===== config.mk =====
export PLATFORM = sky130hd
export DESIGN_NAME = magnetic_vehicle_detector
export DESIGN_NICKNAME = d
export VERILOG_FILES = /design/src/sv/mvd_pkg.sv /design/src/sv/mvd_ram.sv /design/src/sv/mvd_mulu.sv /design/src/sv/magnetic_vehicle_detector.sv
export SDC_FILE = /design/constraint.sdc
export NUM_CORES = 2
export LEC_CHECK = 0
export ABC_AREA = 1
export BUFFER_PORTS_ARGS = -buffer_cell sky130_fd_sc_hd__buf_2
export CAP_MARGIN = 20
export CORE_ASPECT_RATIO = 1.5
export CORE_MARGIN = 5
export CORE_UTILIZATION = 50
export CTS_CLUSTER_DIAMETER = 60
export DETAILED_ROUTE_END_ITERATION = 10
export GPL_TIMING_DRIVEN = 1
export PLACE_DENSITY_LB_ADDON = 0.2
export SLEW_MARGIN = 20
export SYNTH_ARGS = -nofsm -noshare
export SYNTH_HDL_FRONTEND = slang
export SYNTH_SLANG_ARGS = --single-unit

===== constraint.sdc =====
create_clock -name clk -period 9.9 [get_ports clk]
set_input_delay 1.98 -clock clk [delete_from_list [all_inputs] [get_ports clk]]
set_output_delay 1.98 -clock clk [all_outputs]
set_load 0.01 [all_outputs]

===== src/sv/mvd_pkg.sv =====
// Shared constants, types and microcode table of the magnetic vehicle detector.
package mvd_pkg;

  localparam int FRAC_BITS_DEF    = 20;
  localparam int AXIS_DIVISOR_DEF = 970;

  localparam int AXIS_W  = 16;
  // reciprocal scale for the axis divide: exact for magnitudes up to 2^15 and divisors below 2^12
  localparam int RECIP_SHIFT = 27;
  localparam int NORM_W  = 32;
  localparam int VAL_W   = 43;
  localparam int MAG_W   = 42;
  localparam int CHUNK_W = 21;
  localparam int COEF_W  = 28;
  localparam int PROD_W  = MAG_W + COEF_W;
  localparam int OUT_W   = 40;
  localparam int THR_W   = 32;
  localparam int CNT_W   = 8;

  localparam int RAM_DEPTH = 32;
  localparam int ADDR_W    = 5;
  localparam int NUM_UOPS  = 34;
  localparam int PC_W      = 6;
  localparam int COEF_IDX_W = 4;

  typedef logic [ADDR_W-1:0] addr_t;

  // value store map
  localparam addr_t R_D0 = 5'd0;
  localparam addr_t R_D1 = 5'd1;
  localparam addr_t R_D2 = 5'd2;
  localparam addr_t R_D3 = 5'd3;
  localparam addr_t R_D4 = 5'd4;
  localparam addr_t R_D5 = 5'd5;
  localparam addr_t R_D6 = 5'd6;
  localparam addr_t R_D7 = 5'd7;
  localparam addr_t R_D8 = 5'd8;
  localparam addr_t R_IN = 5'd9;
  localparam addr_t R_O0 = 5'd10;
  localparam addr_t R_O1 = 5'd11;
  localparam addr_t R_O2 = 5'd12;
  localparam addr_t R_O3 = 5'd13;
  localparam addr_t R_O4 = 5'd14;
  localparam addr_t R_O5 = 5'd15;
  localparam addr_t R_O6 = 5'd16;
  localparam addr_t R_O7 = 5'd17;
  localparam addr_t R_O8 = 5'd18;
  localparam addr_t R_T  = 5'd19;
  localparam addr_t R_Y  = 5'd20;
  // never written, so it always reads as zero
  localparam addr_t R_ZERO = 5'd21;

  localparam logic [COEF_IDX_W-1:0] COEF_HALF = 4'd9;

  typedef enum logic [2:0] {
    OP_SUB  = 3'd0,
    OP_ADD  = 3'd1,
    OP_NSUB = 3'd2,
    OP_RSUB = 3'd3,
    OP_RADD = 3'd4,
    OP_MUL  = 3'd5
  } op_t;

  typedef struct packed {
    op_t                   op;
    addr_t                 dst;
    addr_t                 a;
    addr_t                 b;
    logic [COEF_IDX_W-1:0] coef;
  } uop_t;

  localparam logic [1:0] PRES_NONE  = 2'd0;
  localparam logic [1:0] PRES_MAYBE = 2'd1;
  localparam logic [1:0] PRES_CAR   = 2'd2;

  localparam logic [1:0] CFG_THRESHOLD = 2'd0;
  localparam logic [1:0] CFG_CONFIRM   = 2'd1;
  localparam logic [1:0] CFG_RELEASE   = 2'd2;

  function automatic uop_t mk(op_t op, addr_t dst, addr_t a, addr_t b,
                              logic [COEF_IDX_W-1:0] k);
    uop_t u;
    u.op = op; u.dst = dst; u.a = a; u.b = b; u.coef = k;
    return u;
  endfunction

  // lattice filter program, one adaptor after another
  function automatic uop_t uop_rom(logic [PC_W-1:0] pc);
    uop_t u;
    case (pc)
      6'd0:  u = mk(OP_SUB,  R_O0, R_D0, R_IN, 4'd0);
      6'd1:  u = mk(OP_MUL,  R_T,  R_O0, R_ZERO, 4'd0);
      6'd2:  u = mk(OP_SUB,  R_D0, R_D0, R_T, 4'd0);
      6'd3:  u = mk(OP_SUB,  R_O4, R_D4, R_D3, 4'd0);
      6'd4:  u = mk(OP_MUL,  R_T,  R_O4, R_ZERO, 4'd4);
      6'd5:  u = mk(OP_SUB,  R_D4, R_D4, R_T, 4'd0);
      6'd6:  u = mk(OP_RSUB, R_T,  R_O0, R_O4, 4'd0);
      6'd7:  u = mk(OP_MUL,  R_T,  R_T, R_ZERO, 4'd3);
      6'd8:  u = mk(OP_SUB,  R_O3, R_T, R_O4, 4'd0);
      6'd9:  u = mk(OP_RADD, R_T,  R_O3, R_O4, 4'd0);
      6'd10: u = mk(OP_SUB,  R_D3, R_T, R_O0, 4'd0);
      6'd11: u = mk(OP_SUB,  R_O8, R_D8, R_D7, 4'd0);
      6'd12: u = mk(OP_MUL,  R_T,  R_O8, R_ZERO, 4'd8);
      6'd13: u = mk(OP_SUB,  R_D8, R_D8, R_T, 4'd0);
      6'd14: u = mk(OP_SUB,  R_O7, R_O3, R_O8, 4'd0);
      6'd15: u = mk(OP_MUL,  R_T,  R_O7, R_ZERO, 4'd7);
      6'd16: u = mk(OP_NSUB, R_D7, R_O8, R_T, 4'd0);
      6'd17: u = mk(OP_SUB,  R_O2, R_D2, R_D1, 4'd0);
      6'd18: u = mk(OP_MUL,  R_T,  R_O2, R_ZERO, 4'd2);
      6'd19: u = mk(OP_SUB,  R_D2, R_D2, R_T, 4'd0);
      6'd20: u = mk(OP_RSUB, R_T,  R_IN, R_O2, 4'd0);
      6'd21: u = mk(OP_MUL,  R_T,  R_T, R_ZERO, 4'd1);
      6'd22: u = mk(OP_SUB,  R_O1, R_T, R_O2, 4'd0);
      6'd23: u = mk(OP_RADD, R_T,  R_O1, R_O2, 4'd0);
      6'd24: u = mk(OP_SUB,  R_D1, R_T, R_IN, 4'd0);
      6'd25: u = mk(OP_SUB,  R_O6, R_D6, R_D5, 4'd0);
      6'd26: u = mk(OP_MUL,  R_T,  R_O6, R_ZERO, 4'd6);
      6'd27: u = mk(OP_ADD,  R_D6, R_D6, R_T, 4'd0);
      6'd28: u = mk(OP_SUB,  R_O5, R_O1, R_O6, 4'd0);
      6'd29: u = mk(OP_MUL,  R_T,  R_O5, R_ZERO, 4'd5);
      6'd30: u = mk(OP_NSUB, R_D5, R_O6, R_T, 4'd0);
      6'd31: u = mk(OP_RADD, R_T,  R_O7, R_O5, 4'd0);
      6'd32: u = mk(OP_MUL,  R_T,  R_T, R_ZERO, COEF_HALF);
      6'd33: u = mk(OP_SUB,  R_Y,  R_T, R_ZERO, 4'd0);
      default: u = mk(OP_SUB, R_T, R_ZERO, R_ZERO, 4'd0);
    endcase
    return u;
  endfunction

  // coefficient k as fixed point, rounded from ten decimal places
  function automatic logic [COEF_W-1:0] coef_val(int frac, int k);
    longint unsigned dec;
    longint unsigned r;
    case (k)
      0:       dec = 64'd4234661460;
      1:       dec = 64'd3597645462;
      3:       dec = 64'd4452593625;
      5:       dec = 64'd4006784558;
      7:       dec = 64'd1600876451;
      default: dec = 64'd1345877647;
    endcase
    r = ((dec << frac) + 64'd5000000000) / 64'd10000000000;
    if (k == int'(COEF_HALF)) r = 64'd1 << (frac - 1);
    return r[COEF_W-1:0];
  endfunction

  function automatic logic [THR_W-1:0] thr_reset(int frac);
    longint unsigned r;
    r = ((64'd1096 << frac) + 64'd5000) / 64'd10000;
    return r[THR_W-1:0];
  endfunction

  // clamp to the signed 40-bit range, kept at store width
  function automatic logic [VAL_W-1:0] sat40(logic signed [VAL_W:0] v);
    logic signed [VAL_W:0] hi;
    logic signed [VAL_W:0] lo;
    hi = (VAL_W+1)'((64'd1 << (OUT_W - 1)) - 64'd1);
    lo = -hi - (VAL_W+1)'(1);
    if (v > hi) return hi[VAL_W-1:0];
    if (v < lo) return lo[VAL_W-1:0];
    return v[VAL_W-1:0];
  endfunction

endpackage


===== src/sv/mvd_ram.sv =====
// Generic RAM: one write port, two registered read ports.
module mvd_ram #(
  parameter int WIDTH = 8,
  parameter int DEPTH = 32
) (
  input  logic                     clk,
  input  logic                     we,
  input  logic [$clog2(DEPTH)-1:0] waddr,
  input  logic [WIDTH-1:0]         wdata,
  input  logic [$clog2(DEPTH)-1:0] raddr_a,
  input  logic [$clog2(DEPTH)-1:0] raddr_b,
  output logic [WIDTH-1:0]         rdata_a,
  output logic [WIDTH-1:0]         rdata_b
);

  logic [WIDTH-1:0] mem [DEPTH];

  always_ff @(posedge clk) begin
    if (we) begin
      mem[waddr] <= wdata;
    end
    rdata_a <= mem[raddr_a];
    rdata_b <= mem[raddr_b];
  end

endmodule


===== src/sv/mvd_mulu.sv =====
// Two-pass unsigned multiplier: one narrow multiplier used on each half of the wide operand.
module mvd_mulu import mvd_pkg::*; (
  input  logic              clk,
  input  logic              rst,
  input  logic              start,
  input  logic [MAG_W-1:0]  a,
  input  logic [COEF_W-1:0] b,
  output logic              done,
  output logic [PROD_W-1:0] p
);

  logic [MAG_W-1:0]          a_r;
  logic [COEF_W-1:0]         b_r;
  logic                      ph_lo;
  logic                      ph_hi;
  logic [CHUNK_W-1:0]        chunk;
  logic [CHUNK_W+COEF_W-1:0] pp;

  assign chunk = ph_lo ? a_r[CHUNK_W-1:0] : a_r[MAG_W-1:CHUNK_W];
  assign pp    = chunk * b_r;

  always_ff @(posedge clk) begin
    if (rst) begin
      ph_lo <= 1'b0;
      ph_hi <= 1'b0;
      done  <= 1'b0;
    end else begin
      done  <= ph_hi;
      ph_hi <= ph_lo;
      ph_lo <= start;
    end
    if (start) begin
      a_r <= a;
      b_r <= b;
    end
    if (ph_lo) begin
      p <= PROD_W'(pp);
    end else if (ph_hi) begin
      p <= p + (PROD_W'(pp) << CHUNK_W);
    end
  end

endmodule


===== src/sv/magnetic_vehicle_detector.sv =====
// Magnetic vehicle detector: axis divide, norm, lattice lowpass, presence state machine.
// Per sample: three reciprocal divides and squares on one shared two-pass multiplier, then
// the 34-step filter program, then the result is loaded. One sample at a time: in_ready
// is high only in idle, and a stalled result holds the finish step.
// Synchronous reset clears filter state, presence state and loads default registers.
module magnetic_vehicle_detector import mvd_pkg::*; #(
  parameter int FRAC_BITS    = FRAC_BITS_DEF,
  parameter int AXIS_DIVISOR = AXIS_DIVISOR_DEF
) (
  input  logic                     clk,
  input  logic                     rst,
  input  logic                     in_valid,
  output logic                     in_ready,
  input  logic signed [AXIS_W-1:0] field_x,
  input  logic signed [AXIS_W-1:0] field_y,
  input  logic signed [AXIS_W-1:0] field_z,
  output logic                     out_valid,
  input  logic                     out_ready,
  output logic signed [OUT_W-1:0]  filtered_norm,
  output logic [1:0]               presence_state,
  output logic                     event_valid,
  output logic                     event_car,
  input  logic                     cfg_valid,
  output logic                     cfg_ready,
  input  logic [1:0]               cfg_index,
  input  logic [THR_W-1:0]         cfg_data
);

  typedef enum logic [7:0] {
    S_IDLE  = 8'b0000_0001,
    S_DIV   = 8'b0000_0010,
    S_SQ    = 8'b0000_0100,
    S_FETCH = 8'b0000_1000,
    S_EXEC  = 8'b0001_0000,
    S_MUL   = 8'b0010_0000,
    S_RND   = 8'b0100_0000,
    S_FIN   = 8'b1000_0000
  } state_t;

  localparam logic [COEF_W-1:0] RECIP = COEF_W'(
    ((64'd1 << RECIP_SHIFT) + 64'(AXIS_DIVISOR) - 64'd1) / 64'(AXIS_DIVISOR));
  localparam logic [COEF_W-1:0] COEF_TAB [10] = '{
    coef_val(FRAC_BITS, 0), coef_val(FRAC_BITS, 1), coef_val(FRAC_BITS, 2),
    coef_val(FRAC_BITS, 3), coef_val(FRAC_BITS, 4), coef_val(FRAC_BITS, 5),
    coef_val(FRAC_BITS, 6), coef_val(FRAC_BITS, 7), coef_val(FRAC_BITS, 8),
    coef_val(FRAC_BITS, 9)
  };
  localparam logic [PROD_W-1:0] ROUND_HALF = PROD_W'(1) << (FRAC_BITS - 1);
  localparam logic [VAL_W-1:0] IN_MAX = VAL_W'((64'd1 << (OUT_W - 1)) - 64'd1);

  state_t state;

  logic [THR_W-1:0] detect_threshold;
  logic [CNT_W-1:0] confirm_max;
  logic [CNT_W-1:0] release_min;

  logic [AXIS_W-1:0] ax_y;
  logic [AXIS_W-1:0] ax_z;
  logic [1:0]        axis;
  logic [NORM_W-1:0] norm;

  logic [AXIS_W-1:0] ax_raw;
  logic [AXIS_W-1:0] mag_sel;
  logic [AXIS_W-1:0] quot_now;
  logic [NORM_W-1:0] norm_next;
  logic [VAL_W-1:0]  filt_in;

  logic [PC_W-1:0]  pc;
  uop_t             u;
  logic [RAM_DEPTH-1:0] vld;
  logic             ok_a;
  logic             ok_b;
  logic [VAL_W-1:0] ram_a;
  logic [VAL_W-1:0] ram_b;
  logic signed [VAL_W-1:0] rd_a;
  logic signed [VAL_W-1:0] rd_b;
  logic signed [VAL_W:0]   alu_sum;
  logic [VAL_W-1:0] alu_res;

  logic              we;
  addr_t             waddr;
  logic [VAL_W-1:0]  wdata;

  logic              mul_start;
  logic [MAG_W-1:0]  mul_a;
  logic [COEF_W-1:0] mul_b;
  logic              mul_done;
  logic [PROD_W-1:0] mul_p;
  logic              mul_neg;
  logic [PROD_W-1:0] rnd_sum;
  logic [MAG_W-1:0]  rnd_mag;
  logic [VAL_W-1:0]  rnd_val;

  logic [VAL_W-1:0]  y_val;
  logic              ge;
  logic [1:0]        pres;
  logic [CNT_W-1:0]  cnt;
  logic              seen;
  logic [1:0]        pres_next;
  logic [CNT_W-1:0]  cnt_next;
  logic              seen_next;
  logic              ev_next;
  logic              evc_next;
  logic              out_free;

  assign in_ready  = (state == S_IDLE);
  assign cfg_ready = 1'b1;
  assign out_free  = !out_valid || out_ready;
  assign u         = uop_rom(pc);

  // magnitude of the axis to divide next; divide by reciprocal multiply, truncating
  assign ax_raw    = (state == S_IDLE) ? field_x : ((axis == 2'd0) ? ax_y : ax_z);
  assign mag_sel   = ax_raw[AXIS_W-1] ? AXIS_W'(-ax_raw) : ax_raw;
  assign quot_now  = AXIS_W'(mul_p >> RECIP_SHIFT);
  assign norm_next = norm + mul_p[NORM_W-1:0];
  assign filt_in   = ((norm_next >> (OUT_W - 1 - FRAC_BITS)) != '0) ? IN_MAX
                   : VAL_W'({norm_next, FRAC_BITS'(0)});

  assign rd_a = ok_a ? ram_a : '0;
  assign rd_b = ok_b ? ram_b : '0;

  always_comb begin
    case (u.op)
      OP_SUB, OP_RSUB: alu_sum = {rd_a[VAL_W-1], rd_a} - {rd_b[VAL_W-1], rd_b};
      OP_ADD, OP_RADD: alu_sum = {rd_a[VAL_W-1], rd_a} + {rd_b[VAL_W-1], rd_b};
      OP_NSUB:         alu_sum = -{rd_a[VAL_W-1], rd_a} - {rd_b[VAL_W-1], rd_b};
      default:         alu_sum = '0;
    endcase
    if (u.op == OP_RSUB || u.op == OP_RADD) begin
      alu_res = alu_sum[VAL_W-1:0];
    end else begin
      alu_res = sat40(alu_sum);
    end
  end

  assign rnd_sum = mul_p + ROUND_HALF;
  assign rnd_val = mul_neg ? VAL_W'(-{1'b0, rnd_mag}) : VAL_W'({1'b0, rnd_mag});

  always_comb begin
    we        = 1'b0;
    waddr     = u.dst;
    wdata     = alu_res;
    mul_start = 1'b0;
    mul_a     = rd_a[VAL_W-1] ? MAG_W'(-rd_a) : MAG_W'(rd_a);
    mul_b     = COEF_TAB[u.coef];
    case (state)
      S_IDLE: begin
        if (in_valid) begin
          mul_start = 1'b1;
          mul_a     = MAG_W'(mag_sel);
          mul_b     = RECIP;
        end
      end
      S_DIV: begin
        if (mul_done) begin
          mul_start = 1'b1;
          mul_a     = MAG_W'(quot_now);
          mul_b     = COEF_W'(quot_now);
        end
      end
      S_SQ: begin
        waddr = R_IN;
        wdata = filt_in;
        we    = mul_done && (axis == 2'd2);
        if (mul_done && axis != 2'd2) begin
          mul_start = 1'b1;
          mul_a     = MAG_W'(mag_sel);
          mul_b     = RECIP;
        end
      end
      S_EXEC: begin
        mul_start = (u.op == OP_MUL);
        we        = (u.op != OP_MUL);
      end
      S_RND: begin
        we    = 1'b1;
        wdata = rnd_val;
      end
      default: ;
    endcase
  end

  mvd_ram #(.WIDTH(VAL_W), .DEPTH(RAM_DEPTH)) u_store (
    .clk     (clk),
    .we      (we),
    .waddr   (waddr),
    .wdata   (wdata),
    .raddr_a (u.a),
    .raddr_b (u.b),
    .rdata_a (ram_a),
    .rdata_b (ram_b)
  );

  mvd_mulu u_mul (
    .clk   (clk),
    .rst   (rst),
    .start (mul_start),
    .a     (mul_a),
    .b     (mul_b),
    .done  (mul_done),
    .p     (mul_p)
  );

  // presence decision for the finished sample
  assign ge = $signed({y_val[VAL_W-1], y_val}) >= $signed({{(VAL_W-THR_W+1){1'b0}},
                                                           detect_threshold});

  always_comb begin
    pres_next = pres;
    cnt_next  = cnt;
    seen_next = seen;
    ev_next   = 1'b0;
    evc_next  = 1'b0;
    case (pres)
      PRES_NONE: begin
        if (ge) begin
          cnt_next  = CNT_W'(1);
          pres_next = PRES_MAYBE;
        end
      end
      PRES_MAYBE: begin
        if (ge && cnt < confirm_max) begin
          cnt_next = cnt + CNT_W'(1);
        end else if (!ge && cnt > release_min) begin
          cnt_next = cnt - CNT_W'(1);
        end else if (!ge) begin
          pres_next = PRES_NONE;
          cnt_next  = '0;
          if (seen) begin
            seen_next = 1'b0;
            ev_next   = 1'b1;
          end
        end else begin
          pres_next = PRES_CAR;
          if (!seen) begin
            seen_next = 1'b1;
            ev_next   = 1'b1;
            evc_next  = 1'b1;
          end
        end
      end
      PRES_CAR: begin
        if (!ge) begin
          cnt_next  = cnt - CNT_W'(1);
          pres_next = PRES_MAYBE;
        end
      end
      default: ;
    endcase
  end

  always_ff @(posedge clk) begin
    if (rst) begin
      detect_threshold <= thr_reset(FRAC_BITS);
      confirm_max      <= CNT_W'(10);
      release_min      <= CNT_W'(2);
    end else if (cfg_valid) begin
      case (cfg_index)
        CFG_THRESHOLD: detect_threshold <= cfg_data;
        CFG_CONFIRM:   confirm_max      <= cfg_data[CNT_W-1:0];
        CFG_RELEASE:   release_min      <= cfg_data[CNT_W-1:0];
        default: ;
      endcase
    end
  end

  always_ff @(posedge clk) begin
    ok_a <= vld[u.a];
    ok_b <= vld[u.b];
    if (rst) begin
      vld <= '0;
    end else if (we) begin
      vld[waddr] <= 1'b1;
    end
  end

  always_ff @(posedge clk) begin
    if (rst) begin
      state     <= S_IDLE;
      out_valid <= 1'b0;
      pres      <= PRES_NONE;
      cnt       <= '0;
      seen      <= 1'b0;
      pc        <= '0;
      axis      <= '0;
    end else begin
      if (out_valid && out_ready) begin
        out_valid <= 1'b0;
      end
      case (state)
        S_IDLE: begin
          if (in_valid) begin
            ax_y  <= field_y;
            ax_z  <= field_z;
            axis  <= '0;
            norm  <= '0;
            state <= S_DIV;
          end
        end
        S_DIV: begin
          if (mul_done) begin
            state <= S_SQ;
          end
        end
        S_SQ: begin
          if (mul_done) begin
            norm <= norm_next;
            axis <= axis + 2'd1;
            if (axis == 2'd2) begin
              pc    <= '0;
              state <= S_FETCH;
            end else begin
              state <= S_DIV;
            end
          end
        end
        S_FETCH: begin
          state <= S_EXEC;
        end
        S_EXEC: begin
          if (u.op == OP_MUL) begin
            mul_neg <= rd_a[VAL_W-1];
            state   <= S_MUL;
          end else if (pc == PC_W'(NUM_UOPS - 1)) begin
            y_val <= alu_res;
            state <= S_FIN;
          end else begin
            pc    <= pc + PC_W'(1);
            state <= S_FETCH;
          end
        end
        S_MUL: begin
          if (mul_done) begin
            rnd_mag <= MAG_W'(rnd_sum >> FRAC_BITS);
            state   <= S_RND;
          end
        end
        S_RND: begin
          pc    <= pc + PC_W'(1);
          state <= S_FETCH;
        end
        S_FIN: begin
          // hold until the output register is free
          if (out_free) begin
            out_valid      <= 1'b1;
            filtered_norm  <= y_val[OUT_W-1:0];
            presence_state <= pres_next;
            event_valid    <= ev_next;
            event_car      <= evc_next;
            pres           <= pres_next;
            cnt            <= cnt_next;
            seen           <= seen_next;
            state          <= S_IDLE;
          end
        end
        default: state <= S_IDLE;
      endcase
    end
  end

  a_event_code: assert property (@(posedge clk) disable iff (rst)
    out_valid && event_valid |->
      (event_car && presence_state == PRES_CAR) ||
      (!event_car && presence_state == PRES_NONE))
    else $error("event report disagrees with presence state");

  a_result_from_fin: assert property (@(posedge clk) disable iff (rst)
    $rose(out_valid) |-> $past(state == S_FIN))
    else $error("result loaded outside the finish step");

  a_pc_range: assert property (@(posedge clk) disable iff (rst)
    state == S_EXEC |-> pc < PC_W'(NUM_UOPS))
    else $error("filter program counter out of range");

  a_mul_wait: assert property (@(posedge clk) disable iff (rst)
    mul_done |-> (state == S_DIV || state == S_SQ || state == S_MUL))
    else $error("multiplier finished with nobody waiting");

endmodule

---- Word level (Yosys, flattened, before mapping) ----
Memories as Yosys holds them, arrays and structs flattened. A register that Yosys moved wholly into a read port is not among the register bits.
Index checks and enable logic that the tools add are counted.
cells by class
  add/subtract/negate cells ............... 14
  $mul .................................... 1
  div/mod/pow operators ................... 0
  $lt $le $gt $ge ......................... 10
  eq/ne operators ......................... 32
  shifts and indexed selects .............. 0
  multiplexer cells ....................... 88
  bitwise operators ....................... 8
  reductions and logical operators ........ 38
operators with widths
  cell                                                                             count
  43-bit two-way mux                                                               9
  42-bit two-way mux                                                               4
  28-bit two-way mux                                                               5
  44-bit one-hot mux with 3 select lines                                           1
  42-bit one-hot mux with 3 select lines                                           1
  49-bit two-way mux                                                               2
  8-bit two-way mux                                                                12
  43-bit one-hot mux with 2 select lines                                           1
  28-bit one-hot mux with 3 select lines                                           1
  70-bit adder                                                                     1
  32-bit two-way mux                                                               2
  32-bit one-hot mux with 2 select lines                                           1
  8-bit one-hot mux with 8 select lines                                            1
  62-bit by 20-bit adder with 62-bit output (second input constant)                1
  21-bit by 28-bit multiplier with 49-bit output                                   1
  16-bit two-way mux                                                               3
  43-bit by 43-bit adder with 44-bit output                                        1
  44-bit by 40-bit > comparator with 1-bit output (second input constant)          1
  44-bit by 40-bit less-than comparator with 1-bit output (second input constant)  1
  44-bit negation                                                                  1
  43-bit by 43-bit subtractor with 44-bit output                                   1
  44-bit subtractor                                                                1
  43-bit by 33-bit greater-or-equal comparator with 1-bit output                   1
  42-bit negation with 43-bit output                                               1
  other kinds (63)                                                                 137
word-level totals
  register bits ........................... 447
  bits in latches ......................... 0
  memory bits (writable) .................. 1,376
  ROM bits ................................ 1,856
  input bits .............................. 87
  word-level logic and storage cells ...... 224
  memories ................................ 3
memories
  name             depth  width  rd ports  clocked after Yosys merged registers in  write ports  line                              text
  (no name shown)  64     22     1         1                                        0            mvd_pkg.sv:90                     case (pc)
  u_store.mem      32     43     2         2                                        1            mvd_ram.sv:16                     logic [WIDTH-1:0] mem [DEPTH];
  (no name shown)  16     28     1         0                                        0            magnetic_vehicle_detector.sv:145  mul_b = COEF_TAB[u.coef];

---- Logic depth before layout (Yosys ltp) ----
  word-level depth ........................ 13
  gate-level depth with buffers ........... 46

---- Cells and area by module ----
From an unflattened synthesis, not the netlist that was laid out.
unflattened totals
  cell total of the unflattened synthesis .. 16,391
  area, all modules ....................... 130,712.9 um^2
modules (own cells, without submodules)
  module                     times used  cells an instance  area each (um^2)  seq. area each (um^2)
  mvd_ram                    1           8,043              71,472.3          43,041.3
  magnetic_vehicle_detector  1           4,788              30,940.9          8,468.1
  mvd_mulu                   1           3,560              28,299.6          4,053.9

---- Worst setup path after synthesis ----
No wires, ideal clock.
  path type ............................... reg-to-reg
  from .................................... register u_mul.ph_lo
  to ...................................... register u_mul.p[54]
  library setup time ...................... 0.116 ns
  arrival time ............................ 8.086 ns
  required time ........................... 9.784 ns
  setup slack ............................. 1.698 ns
  stages on the path, launching flop included .. 42
  buffers on the path ..................... 3
  clock period less this slack ............ 8.202 ns
  path through ............................ dfxtp_1 > clkbuf_1 > inv_1 > clkbuf_1 > or2_2 > o21ai_1 > clkbuf_1 > nor2_1 > fa_1 > inv_1 > fa_1 > fa_1 > inv_1 > fa_1 > fa_1 > fa_1 > inv_1 > fa_1 > (+6 left out) > nand2_1 > nand3_1 > a21oi_1 > o21ai_0 > or2_2 > and2_1 > ha_1 > nand2_1 > nor2_1 > nand2_1 > nor3_1 > nand3_1 > nand4_1 > nand2_1 > inv_1 > o21ai_0 > o211ai_1 > inv_1
on the way
  longest elaborated chain between the ends .. 3
RTL lines
  what                                            line            text
  start: declaration                              mvd_mulu.sv:14  logic ph_lo;
  start signal: assignment                        mvd_mulu.sv:30  ph_lo <= start;
  21-bit two-way mux                              mvd_mulu.sv:19  assign chunk = ph_lo ? a_r[CHUNK_W-1:0] : a_r[MAG_W-1:CHUNK_W];
  21-bit by 28-bit multiplier with 49-bit output  mvd_mulu.sv:20  assign pp = chunk * b_r;
  70-bit adder                                    mvd_mulu.sv:39  p <= p + (PROD_W'(pp) << CHUNK_W);
  end signal: assignment                          mvd_mulu.sv:37  p <= PROD_W'(pp);
  end signal: assignment                          mvd_mulu.sv:39
  end: declaration                                mvd_mulu.sv:9   output logic [PROD_W-1:0] p
Several ways; a longest one is shown, not always the timed one.
A chain may end at the register's enable or synchronous reset.

---- Final worst setup path ----
  from .................................... register u_mul.ph_lo
  to ...................................... register u_mul.p[60]
Same word-level chain as after synthesis.

==> reports/metrics.yaml <==
status: "finished clean"
avgSynthCellArea_um2: 8.80
wl_met1_mm: 163
drcViolationCount: 0
core_area_mm2: 0.235
clk_pin_slew_ps: 60
clock_sinks: 1915
postCtsResizedCells: 0
yosys_warnings: 0
die_x_um: 406
worstSetupEndpointType: "flop"
setup_tns_ps: 0
grt_overflow: 0
path_max_fanout: 23
netlist_instances: 13300
holdBufCountCts: 0
dp_slack_ps: 1070
multi_input_area_mm2: 0.0550
async_reset_ff_share_pct: 0
criticalPathCategory: "flop to flop"
fin_ws_ps: 1020
seq_area_mm2: 0.0552
ys_types: 63
arrival_ps: 9680
grt_pass1_vias: 105000
antenna_found_initial: 31
max_freq_mhz: 113
post-route-period-util_pct: 89.7
fill_cells: 21200
slew_headroom_pct: 10.5
synth-seq-area-share_pct: 47.0
wl_met3_mm: 50.7
routed-via-count: 107000
cap_violations: 0
drtIter0Drc: 14400
hpwl_mm: 342
wl_mm: 512
setup_violations: 0
hold_viol_final: 0
clk_latency_ps: 930
wl_per_cell_um: 31.2
skew_ps: 82.5
highest_layer: "met5"
worst_slew_pin_slew_ps: 1340
ant_nets: 0
rsz0062_at_grt: "false"
numCtsBuffers: 197
wl_met2_mm: 240
finalNetCount: 14000
vias_per_cell: 6.54
drive_gt1_share_pct: 6.45
post_cts_buffers: 0
startpoint_type: "flop"
syn_to_final_growth_pct: 8.89
slowest_delay_ps: 550
cts_buffer_depth: 4
die-area_mm2: 0.245
fp.dieH_um: 604
synth_edf_count: 1681
final_max_slew_viol_count: 0
slowest_stage: "fa_1"
grt_pass1_wl_mm: 720
initial_core_util_pct: 50.1
io_pins: 134
htreeDepth: 4
port-buffer-count: 132
ys_ff_latch: 1915
grt_start_max_net_pins: 197
cp.required_ps: 10700
worst_hold_path_type: "flop to flop"
syn_area_mm2: 0.117
synth_nets: 14200
ctsRootBufferMaster: "clkbuf_16"
synthFlopType: "edfxtp_1"
cts_tree: "done"
grtUsageTotal_pct: 40.5
dr.pass1.iters: 9
rows: 218
finalCriticalPeriod_ps: 8880
finalWeightedCongestion: 1.11
[registers in the layout, indices dropped and copies added, names as in the netlist, 40 cells and up]
| register | cells |
|---|---|
| u_mul.p | 62 |
| u_store.rdata_b | 43 |
| u_store.mem | 1376 |
| rnd_mag | 42 |
| filtered_norm | 40 |
| u_mul.a_r | 42 |
| y_val | 43 |
| u_store.rdata_a | 43 |
[placed cells by master (no fill, tap or decap), types with 227 or more instances in the layout]
cell type and n:
o21ai_0 1801, nor2_1 2397, buf_4 227, nand2_1 1735, nand3_1 493, fa_1 345
ha_1 436, inv_1 1185, o221ai_1 529, edfxtp_1 1681, a21oi_1 546
[critical path, delay by kind of cell, from the launching register on]
kind | cells | cell delay, ps
xor gates and xnor gates | 1 | 180
AOI/OAI and AO/OA | 8 | 1290
buffers and inverters | 10 | 1310
DFF | 1 | 320
adders and majority gates | 9 | 3980
and+or+nand+nor | 9 | 1720
[final timing paths]
kind | slack [ps] | from | endpoint | cells after the start
hold reg to reg | 460 | detect_threshold[23] | detect_threshold[23] | 2
setup / recovery | 1020 | u_mul.ph_lo | u_mul.p[60] | 37
hold / removal | 460 | detect_threshold[23] | detect_threshold[23] | 2
setup reg to reg | 1020 | u_mul.ph_lo | u_mul.p[60] | 37
[kinds of logic after synthesis]
group | share of synthesized area (%)
xor+xnor | 1.48
buf+inv | 6.48
other cells | 0.00319
flops | 47.0
simple gates | 17.0
compound gates | 17.4
fa+ha+maj | 10.5
mux | 0.0714
[metal layers]
metal  GRT usage [%]  vias up
met5               0        -
met4            36.7       26
met3            8.36     2268
met2            66.8     7258
met1            43.6    51600
li1                -    46100
[per-stage QoR]
step	area (um^2)	hold slack, ps	utilization, %	instances
2_1_floorplan	117000	426	-	13300
3_3_place_gp	121000	450	51.7	16000
3_5_place_dp	121000	452	51.8	16000
4_1_cts	128000	464	54.5	16400
5_1_grt	128000	476	54.5	16400
6_report	128000	458	54.5	16400
[cell type report]
type | instances | share of cell area (%)
multi-input combinational | 9427 | 43.0
timing repair buffer | 380 | 2.18
inverter | 1220 | 3.63
tap | 3080 | 3.01
sequential | 1915 | 43.2
clock inverter | 93 | 0.713
antenna | 15 | 0.0294
clock buffer | 261 | 4.23
[cell usage after synthesis, drive strengths merged (2+ instances only)]
library cell / count / area (um^2)
a211oi: 10 / 75.1
a21boi: 14 / 105
a21o: 19 / 143
a21oi: 548 / 2740
a22oi: 2 / 15.0
a311oi: 6 / 52.6
a31o: 2 / 17.5
a31oi: 126 / 788
a32o: 17 / 170
a32oi: 77 / 674
a41oi: 2 / 17.5
and2: 8 / 50.1
and3: 12 / 75.1
buf: 58 / 323
clkbuf: 721 / 2710
clkinv: 17 / 63.8
dfxtp: 234 / 4680
edfxtp: 1681 / 50500
fa: 345 / 6910
ha: 436 / 5460
inv: 1203 / 4520
mux2: 3 / 33.8
mux2i: 5 / 50.1
nand2: 1772 / 6700
nand3: 493 / 2470
nand3b: 17 / 128
nand4: 57 / 357
nor2: 2442 / 9190
nor3: 83 / 425
nor3b: 2 / 15.0
nor4: 27 / 184
o2111ai: 2 / 17.5
o211ai: 41 / 308
o21a: 16 / 120
o21ai: 1841 / 9220
o21bai: 38 / 285
o221ai: 529 / 4630
o22ai: 157 / 982
o311ai: 2 / 17.5
o31ai: 9 / 67.6
or2: 63 / 394
xnor2: 58 / 508
xor2: 140 / 1230
Power is not shown: default switching activity piles up to over one toggle a cycle in this logic, so the estimate is an artifact.
